===== config.mk =====
export PLATFORM = sky130hd
export DESIGN_NAME = modbus_read_response_deframer
export DESIGN_NICKNAME = d
export VERILOG_FILES = /design/src/hdl/mrd_pkg.sv /design/src/hdl/mrd_crc8.sv /design/src/hdl/mrd_framer.sv /design/src/hdl/modbus_read_response_deframer.sv
export VERILOG_INCLUDE_DIRS = /design/src /design/src/hdl
export SDC_FILE = /design/constraint.sdc
export NUM_CORES = 1
export LEC_CHECK = 0
export BUFFER_PORTS_ARGS = -buffer_cell sky130_fd_sc_hd__clkbuf_2
export CORE_ASPECT_RATIO = 2
export CORE_MARGIN = 2
export CORE_UTILIZATION = 27
export CTS_CLUSTER_DIAMETER = 40
export DETAILED_ROUTE_END_ITERATION = 12
export SLEW_MARGIN = 40
export SYNTH_ARGS = -nofsm -noshare
export SYNTH_HDL_FRONTEND = slang
export SYNTH_SLANG_ARGS = --single-unit

===== constraint.sdc =====
create_clock -name aclk -period 13.8 [get_ports aclk]
set_input_delay 1.38 -clock aclk [delete_from_list [all_inputs] [get_ports aclk]]
set_output_delay 1.38 -clock aclk [all_outputs]
set_load 0.1 [all_outputs]

===== src/hdl/modbus_read_response_deframer_macros.svh =====
// Assertion macros shared by the deframer RTL.
`ifndef MODBUS_READ_RESPONSE_DEFRAMER_MACROS_SVH
`define MODBUS_READ_RESPONSE_DEFRAMER_MACROS_SVH

// Consequent must hold in the same cycle as the antecedent.
`define MRD_ASSERT_NOW(label, ante, cons) \
    label: assert property (@(posedge aclk) disable iff (!aresetn) (ante) |-> (cons)) \
        else $error("assertion failed");

// Consequent must hold in the cycle after the antecedent.
`define MRD_ASSERT_NEXT(label, ante, cons) \
    label: assert property (@(posedge aclk) disable iff (!aresetn) (ante) |=> (cons)) \
        else $error("assertion failed");

`endif


===== src/hdl/mrd_pkg.sv =====
// Types and constants for the Modbus read response deframer.
`default_nettype none

package mrd_pkg;

    localparam logic [7:0]  FN_READ_HOLDING = 8'h03;
    localparam logic [7:0]  BYTE_COUNT      = 8'h04;
    localparam logic [15:0] CRC_INIT        = 16'hFFFF;
    localparam logic [15:0] CRC_POLY        = 16'hA001;

    // Byte expected next within the frame.
    typedef enum logic [8:0] {
        POS_ADDR  = 9'b0_0000_0001,
        POS_FUNC  = 9'b0_0000_0010,
        POS_COUNT = 9'b0_0000_0100,
        POS_DATA0 = 9'b0_0000_1000,
        POS_DATA1 = 9'b0_0001_0000,
        POS_DATA2 = 9'b0_0010_0000,
        POS_DATA3 = 9'b0_0100_0000,
        POS_CRCL  = 9'b0_1000_0000,
        POS_CRCH  = 9'b1_0000_0000
    } frame_pos_t;

    typedef struct packed {
        logic               valid;
        logic signed [31:0] reading;
        logic               frame_status;
    } result_t;

endpackage

`default_nettype wire


===== src/hdl/mrd_crc8.sv =====
// One byte step of CRC-16/MODBUS, reflected, unrolled over eight bits.
`default_nettype none

module mrd_crc8 (
    input  wire logic [15:0] crc_in,
    input  wire logic [7:0]  data_in,
    output logic      [15:0] crc_out
);

    always_comb begin
        logic [15:0] c;
        c = crc_in ^ {8'h00, data_in};
        for (int k = 0; k < 8; k++) begin
            if (c[0]) begin
                c = (c >> 1) ^ mrd_pkg::CRC_POLY;
            end else begin
                c = c >> 1;
            end
        end
        crc_out = c;
    end

endmodule

`default_nettype wire


===== src/hdl/mrd_framer.sv =====
// Frame position tracking, CRC accumulation and result formation.
`default_nettype none

module mrd_framer (
    input  wire logic            aclk,
    input  wire logic            aresetn,
    input  wire logic            step,
    input  wire logic [7:0]      rx_byte,
    input  wire logic [7:0]      match_addr,
    output mrd_pkg::result_t     result
);

    mrd_pkg::frame_pos_t pos_reg, pos_next;
    logic [15:0] crc_reg, crc_next;
    logic [31:0] data_reg, data_next;
    logic [7:0]  crc_low_reg, crc_low_next;
    logic [15:0] crc_seed;
    logic [15:0] crc_step;

    // The address byte always starts from a fresh CRC.
    assign crc_seed = (pos_reg == mrd_pkg::POS_ADDR) ? mrd_pkg::CRC_INIT : crc_reg;

    mrd_crc8 u_crc (
        .crc_in  (crc_seed),
        .data_in (rx_byte),
        .crc_out (crc_step)
    );

    always_comb begin
        pos_next             = pos_reg;
        crc_next             = crc_reg;
        data_next            = data_reg;
        crc_low_next         = crc_low_reg;
        result.valid         = 1'b0;
        result.reading       = data_reg;
        result.frame_status  = ({rx_byte, crc_low_reg} != crc_reg);
        if (step) begin
            unique case (pos_reg)
                mrd_pkg::POS_ADDR: begin
                    if (rx_byte == match_addr) begin
                        pos_next = mrd_pkg::POS_FUNC;
                        crc_next = crc_step;
                    end else begin
                        crc_next = mrd_pkg::CRC_INIT;
                    end
                end
                mrd_pkg::POS_FUNC: begin
                    if (rx_byte == mrd_pkg::FN_READ_HOLDING) begin
                        pos_next = mrd_pkg::POS_COUNT;
                        crc_next = crc_step;
                    end else begin
                        pos_next = mrd_pkg::POS_ADDR;
                        crc_next = mrd_pkg::CRC_INIT;
                    end
                end
                mrd_pkg::POS_COUNT: begin
                    if (rx_byte == mrd_pkg::BYTE_COUNT) begin
                        pos_next = mrd_pkg::POS_DATA0;
                        crc_next = crc_step;
                    end else begin
                        pos_next = mrd_pkg::POS_ADDR;
                        crc_next = mrd_pkg::CRC_INIT;
                    end
                end
                mrd_pkg::POS_DATA0: begin
                    pos_next  = mrd_pkg::POS_DATA1;
                    crc_next  = crc_step;
                    data_next = {data_reg[23:0], rx_byte};
                end
                mrd_pkg::POS_DATA1: begin
                    pos_next  = mrd_pkg::POS_DATA2;
                    crc_next  = crc_step;
                    data_next = {data_reg[23:0], rx_byte};
                end
                mrd_pkg::POS_DATA2: begin
                    pos_next  = mrd_pkg::POS_DATA3;
                    crc_next  = crc_step;
                    data_next = {data_reg[23:0], rx_byte};
                end
                mrd_pkg::POS_DATA3: begin
                    pos_next  = mrd_pkg::POS_CRCL;
                    crc_next  = crc_step;
                    data_next = {data_reg[23:0], rx_byte};
                end
                mrd_pkg::POS_CRCL: begin
                    pos_next     = mrd_pkg::POS_CRCH;
                    crc_low_next = rx_byte;
                end
                mrd_pkg::POS_CRCH: begin
                    result.valid = 1'b1;
                    pos_next     = mrd_pkg::POS_ADDR;
                    crc_next     = mrd_pkg::CRC_INIT;
                end
                default: begin
                    pos_next = mrd_pkg::POS_ADDR;
                    crc_next = mrd_pkg::CRC_INIT;
                end
            endcase
        end
    end

    always_ff @(posedge aclk) begin
        if (!aresetn) begin
            pos_reg     <= mrd_pkg::POS_ADDR;
            crc_reg     <= mrd_pkg::CRC_INIT;
            data_reg    <= '0;
            crc_low_reg <= '0;
        end else begin
            pos_reg     <= pos_next;
            crc_reg     <= crc_next;
            data_reg    <= data_next;
            crc_low_reg <= crc_low_next;
        end
    end

endmodule

`default_nettype wire


===== src/hdl/modbus_read_response_deframer.sv =====
// Top level: Modbus RTU read response deframer with CRC-16 check.
//
//  channel   direction  handshake          payload
//  s_        in         s_valid/s_ready    s_rx_byte[7:0]
//  m_        out        m_valid/m_ready    m_reading[31:0] signed, m_frame_status
//  cfg_      in         cfg_we             cfg_wdata[7:0] (slave address)
//
// One request per cycle sustained while results are taken: input register,
// CRC/parse step, result register. m_valid is registered as the frame's last
// byte leaves the input register. A stalled result holds the parse step; an
// empty input register still takes one more request, then s_ready drops. Reset
// is synchronous and returns the hunt to the address byte with slave address 1.
`default_nettype none
`include "modbus_read_response_deframer_macros.svh"

module modbus_read_response_deframer (
    input  wire logic               aclk,
    input  wire logic               aresetn,
    input  wire logic               s_valid,
    output logic                    s_ready,
    input  wire logic [7:0]         s_rx_byte,
    output logic                    m_valid,
    input  wire logic               m_ready,
    output logic signed [31:0]      m_reading,
    output logic                    m_frame_status,
    input  wire logic               cfg_we,
    input  wire logic [7:0]         cfg_wdata
);

    logic               in_valid_reg, in_valid_next;
    logic [7:0]         in_byte_reg;
    logic               out_valid_reg, out_valid_next;
    logic signed [31:0] out_reading_reg;
    logic               out_status_reg;
    logic [7:0]         slave_addr_reg;
    logic               advance;
    mrd_pkg::result_t   result;

    assign advance = in_valid_reg && (!out_valid_reg || m_ready);
    assign s_ready = !in_valid_reg || advance;

    mrd_framer u_framer (
        .aclk          (aclk),
        .aresetn       (aresetn),
        .step          (advance),
        .rx_byte       (in_byte_reg),
        .match_addr    (slave_addr_reg),
        .result        (result)
    );

    always_comb begin
        in_valid_next = in_valid_reg;
        if (s_valid && s_ready) begin
            in_valid_next = 1'b1;
        end else if (advance) begin
            in_valid_next = 1'b0;
        end
        out_valid_next = out_valid_reg;
        if (advance && result.valid) begin
            out_valid_next = 1'b1;
        end else if (m_ready) begin
            out_valid_next = 1'b0;
        end
    end

    always_ff @(posedge aclk) begin
        if (!aresetn) begin
            in_valid_reg   <= 1'b0;
            out_valid_reg  <= 1'b0;
            slave_addr_reg <= 8'd1;
        end else begin
            in_valid_reg  <= in_valid_next;
            out_valid_reg <= out_valid_next;
            if (cfg_we) begin
                slave_addr_reg <= cfg_wdata;
            end
        end
    end

    always_ff @(posedge aclk) begin
        if (s_valid && s_ready) begin
            in_byte_reg <= s_rx_byte;
        end
        if (advance && result.valid) begin
            out_reading_reg <= result.reading;
            out_status_reg  <= result.frame_status;
        end
    end

    assign m_valid        = out_valid_reg;
    assign m_reading      = out_reading_reg;
    assign m_frame_status = out_status_reg;

    `MRD_ASSERT_NOW(a_stall_holds_input, !s_ready, in_valid_reg)
    `MRD_ASSERT_NEXT(a_result_lands, advance && result.valid, m_valid)
    `MRD_ASSERT_NEXT(a_blocked_request_kept, in_valid_reg && !advance, in_valid_reg)

endmodule

`default_nettype wire


==> summary.txt <==
STA
  – Setup TNS Final: 0 ns
  – Fin crit period: 3.59 ns
  – Worst relative slew slack: 0.550
  – PnR worst setup slack: 10.21 ns
  – Hold Vio Cnt, Final: 0
  – Final setup viols: 0
  – Final Slew Violations: 0
  – Fin crit share: 0.260
  – Final Skew: 0.00806 ns
  – Max Freq: 279 MHz
  – RSZ-0062 raised after global routing: false
  – WHS: 0.433 ns
  – Worst-Margin Slew: 0.675 ns

Pwr
  – Seq pwr share: 0.448
  – Power consumption: 0.813 mW
  – Pwr per Cell Area: 135 nW/um^2
  – Cell Int Power: 0.628 mW
  – Sw Share: 0.228
  – Combinational power share: 0.044
  – Sw Pwr: 0.185 mW
  – Max VDD drop: 0.0613 mV
  – Leak: 2.01 nW
  – Clock Power Share: 0.508

Flow run
  – Max cap viols: 0

Yosys
  – Synthesized area per cell: 11.6 sq um
  – Synth area leader: dfxtp_1
  – Post-Synthesis Cells: 439
  – Mux share of post-synthesis cell area: 0.106
  – Mapped cell area: 5080 sq um
  – Mapped Nets: 460
  – Main combinational cell family by area after synthesis: simple AND/OR/NAND/NOR gates
  – Fraction of the mapped netlist area in adder cells: 0
  – Synth Register Bits: 116
  – Simple-Gate Fraction of Synth Area: 0.167
  – Share of the synthesized area in the top cell type: 0.296
  – Synth top area cells: dfxtp_1 30%, edfxtp_1 24%, mux2i_1 11%, nor2b_1 6.9%, xnor2_1 5.0%
  – Top FF cell, synth: dfxtp_1
  – Seq/Total Area, Yosys: 0.538
  – Post-synthesis compound-gate area fraction: 0.0454
  – Total number of yosys warnings: 0
  – XOR/XNOR Fraction of Synth Area: 0.105
  – Netlist cell types: 49
  – Asr flop ratio synth: 0
  – EDFF count, synth: 41

Clock network
  – Post_cts resized: 0
  – CTS tree: done
  – Deepest clock path buffer count: 2
  – Clk slew on worst S/H paths: 0.06 ns
  – Depth of the CTS H-tree: 4
  – Cts hold-fix bufs: 0
  – Worst skew pair latency: 0.40 ns
  – TritonCTS Buffers: 17
  – CTS root buf: clkbuf_16
  – Setup Buffers After CTS: 0
  – Number of clock sinks: 116

Finish
  – Nets: 503
  – Final Non-Filler Cells: 714
  – Final Util: 0.323
  – N_diodes: 0
  – Area Overhead vs Synth: 18.8%
  – Share of layout cells above drive strength 1: 0.204
  – Design area: 6030 sq um

Route
  – Remaining DRCs: 0
  – DR vias: 3294
  – DR WL met3: 285 um
  – 1st-iter DRT viols: 127
  – DR top layer: met4
  – Met1 wire length: 4150 um
  – Antenna viol nets, final: 0
  – DRT Pass-1 Iters: 4
  – Wirelength per Cell: 14.3 um
  – Wire length on met2: 5370 um
  – Via density: 4.61
  – Routed WL: 10200 um

Critical path
  – Crit path launch type: input port
  – CP max FO: 5
  – CP top delay family: buffers and inverters
  – CP max-delay cell: clkbuf_2
  – CP Capture Type: output pin
  – WP buf/inv: 2
  – Most frequent CP cell: clkbuf_2
  – Critical path, cell by cell: clkbuf_2 -> nor2b_1 -> nand2_1 -> clkbuf_2
  – Critical path class: input port to output pin
  – Worst EP required: 12.42 ns
  – Max stage delay on crit path: 0.38 ns
  – Worst EP arrival: 2.21 ns

Placed design
  – Cell count after placement: 682
  – Pre-CTS WS: 10.19 ns
  – Placer Congestion: 0.867
  – Placed Instance Area: 5460 sq um
  – Buffers on Ports: 55
  – Hpwl dp: 7160 um

Status
  – Status: finished, final reports clean

Floorplanning
  – Die W: 101 um
  – Row count: 71
  – Die Height: 198 um
  – Die area: 20000 sq um
  – # IOs: 56
  – CORE AREA: 18700 sq um
  – Starting Density: 0.272

Min path
  – Min-delay worst type: register to register

Global routing
  – First-pass GRT wire length: 16600 um
  – Pin count of the biggest net entering global routing: 80
  – Initial antenna violation count: 0
  – Gr usage total: 0.109
  – Vias in the first global route: 3341
  – GRT Residual Overflow: 0
## per-layer routing
| metal | GRT usage | vias up |
|---|---|---|
| met5 | 0 | - |
| met4 | 0.0721 | 0 |
| met1 | 0.111 | 1564 |
| met2 | 0.194 | 83 |
| met3 | 0.0229 | 23 |
| li1 | - | 1624 |
## final cells by class
cell class	instances	area [sq um]
Multi-Input combinational cell	289	2160
Sequential cell	116	2730
Inverter	1	3.75
Clock inverter	14	129
Clock buffer	18	439
Tap cell	219	274
Timing Repair Buffer	57	290
Fill cell	1871	12600
## cell usage after synthesis (2+ instances only)
library cell / count
xor2_1: 24
dfxtp_1: 75
o21ai_0: 5
nand3b_1: 2
o21a_1: 3
nand3_1: 2
and2_1: 2
nor2b_1: 56
nor2_1: 21
mux2i_1: 54
nor3_1: 3
o22ai_1: 13
clkbuf_1: 19
buf_2: 4
nand4b_1: 2
edfxtp_1: 41
nor4_1: 10
buf_4: 3
buf_6: 4
xnor2_1: 29
nand4_1: 6
a21oi_1: 3
o41ai_1: 2
and4_1: 3
nand2b_1: 2
nor2_2: 2
or4_1: 3
nand2_1: 23
a211oi_1: 2
nor3b_1: 2
## power groups by stage
| stage | registers, mW | clock network, mW | logic (mW) |
|---|---|---|---|
| global route | 0.365 | 0.439 | 0.0389 |
| detailed placement | 0.371 | 0 | 0.0359 |
| global placement | 0.371 | 0 | 0.0352 |
| CTS | 0.364 | 0.422 | 0.0361 |
| floorplan | 0.364 | 0 | 0.0339 |
| finish | 0.364 | 0.413 | 0.0359 |
## path summary, 6_finish.rpt
check | startpoint | to | slack, ns | cells after the start
worst max-delay path | m_ready | s_ready | 10.21 | 4
worst max register to register | in_byte_reg[4] | u_framer.crc_reg[0] | 11.17 | 6
worst min-delay path | u_framer.data_reg[26] | m_reading[26] | 0.43 | 0
worst min register to register | u_framer.data_reg[26] | m_reading[26] | 0.43 | 0
## logic make-up after synthesis
| kind of cell | count (synthesis) |
|---|---|
| AO/OA/AOI/OAI | 34 |
| XOR/XNOR | 56 |
| buffers and inverters | 34 |
| flip-flops | 116 |
| multiplexers | 54 |
| AND/OR/NAND/NOR | 145 |
## cells in the final DEF (no fill, tap or decap), types with 3 or more instances in the layout
cell,Yosys,final
edfxtp_1,41,41
dfxtp_1,75,75
clkinv_4,0,5
nand4_1,6,6
nor3_1,3,3
o21a_1,3,3
nor2_1,21,21
nor4_1,10,9
nand2_1,23,23
clkbuf_16,0,17
xor2_1,24,24
mux2i_1,54,54
clkinv_2,0,3
a21oi_1,3,3
clkinvlp_4,0,3
nor2b_1,56,56
clkbuf_2,1,55
o21ai_0,5,5
o22ai_1,13,13
or4_1,3,3
xnor2_1,29,29
Note: power is estimated with default switching activity, not from simulation.
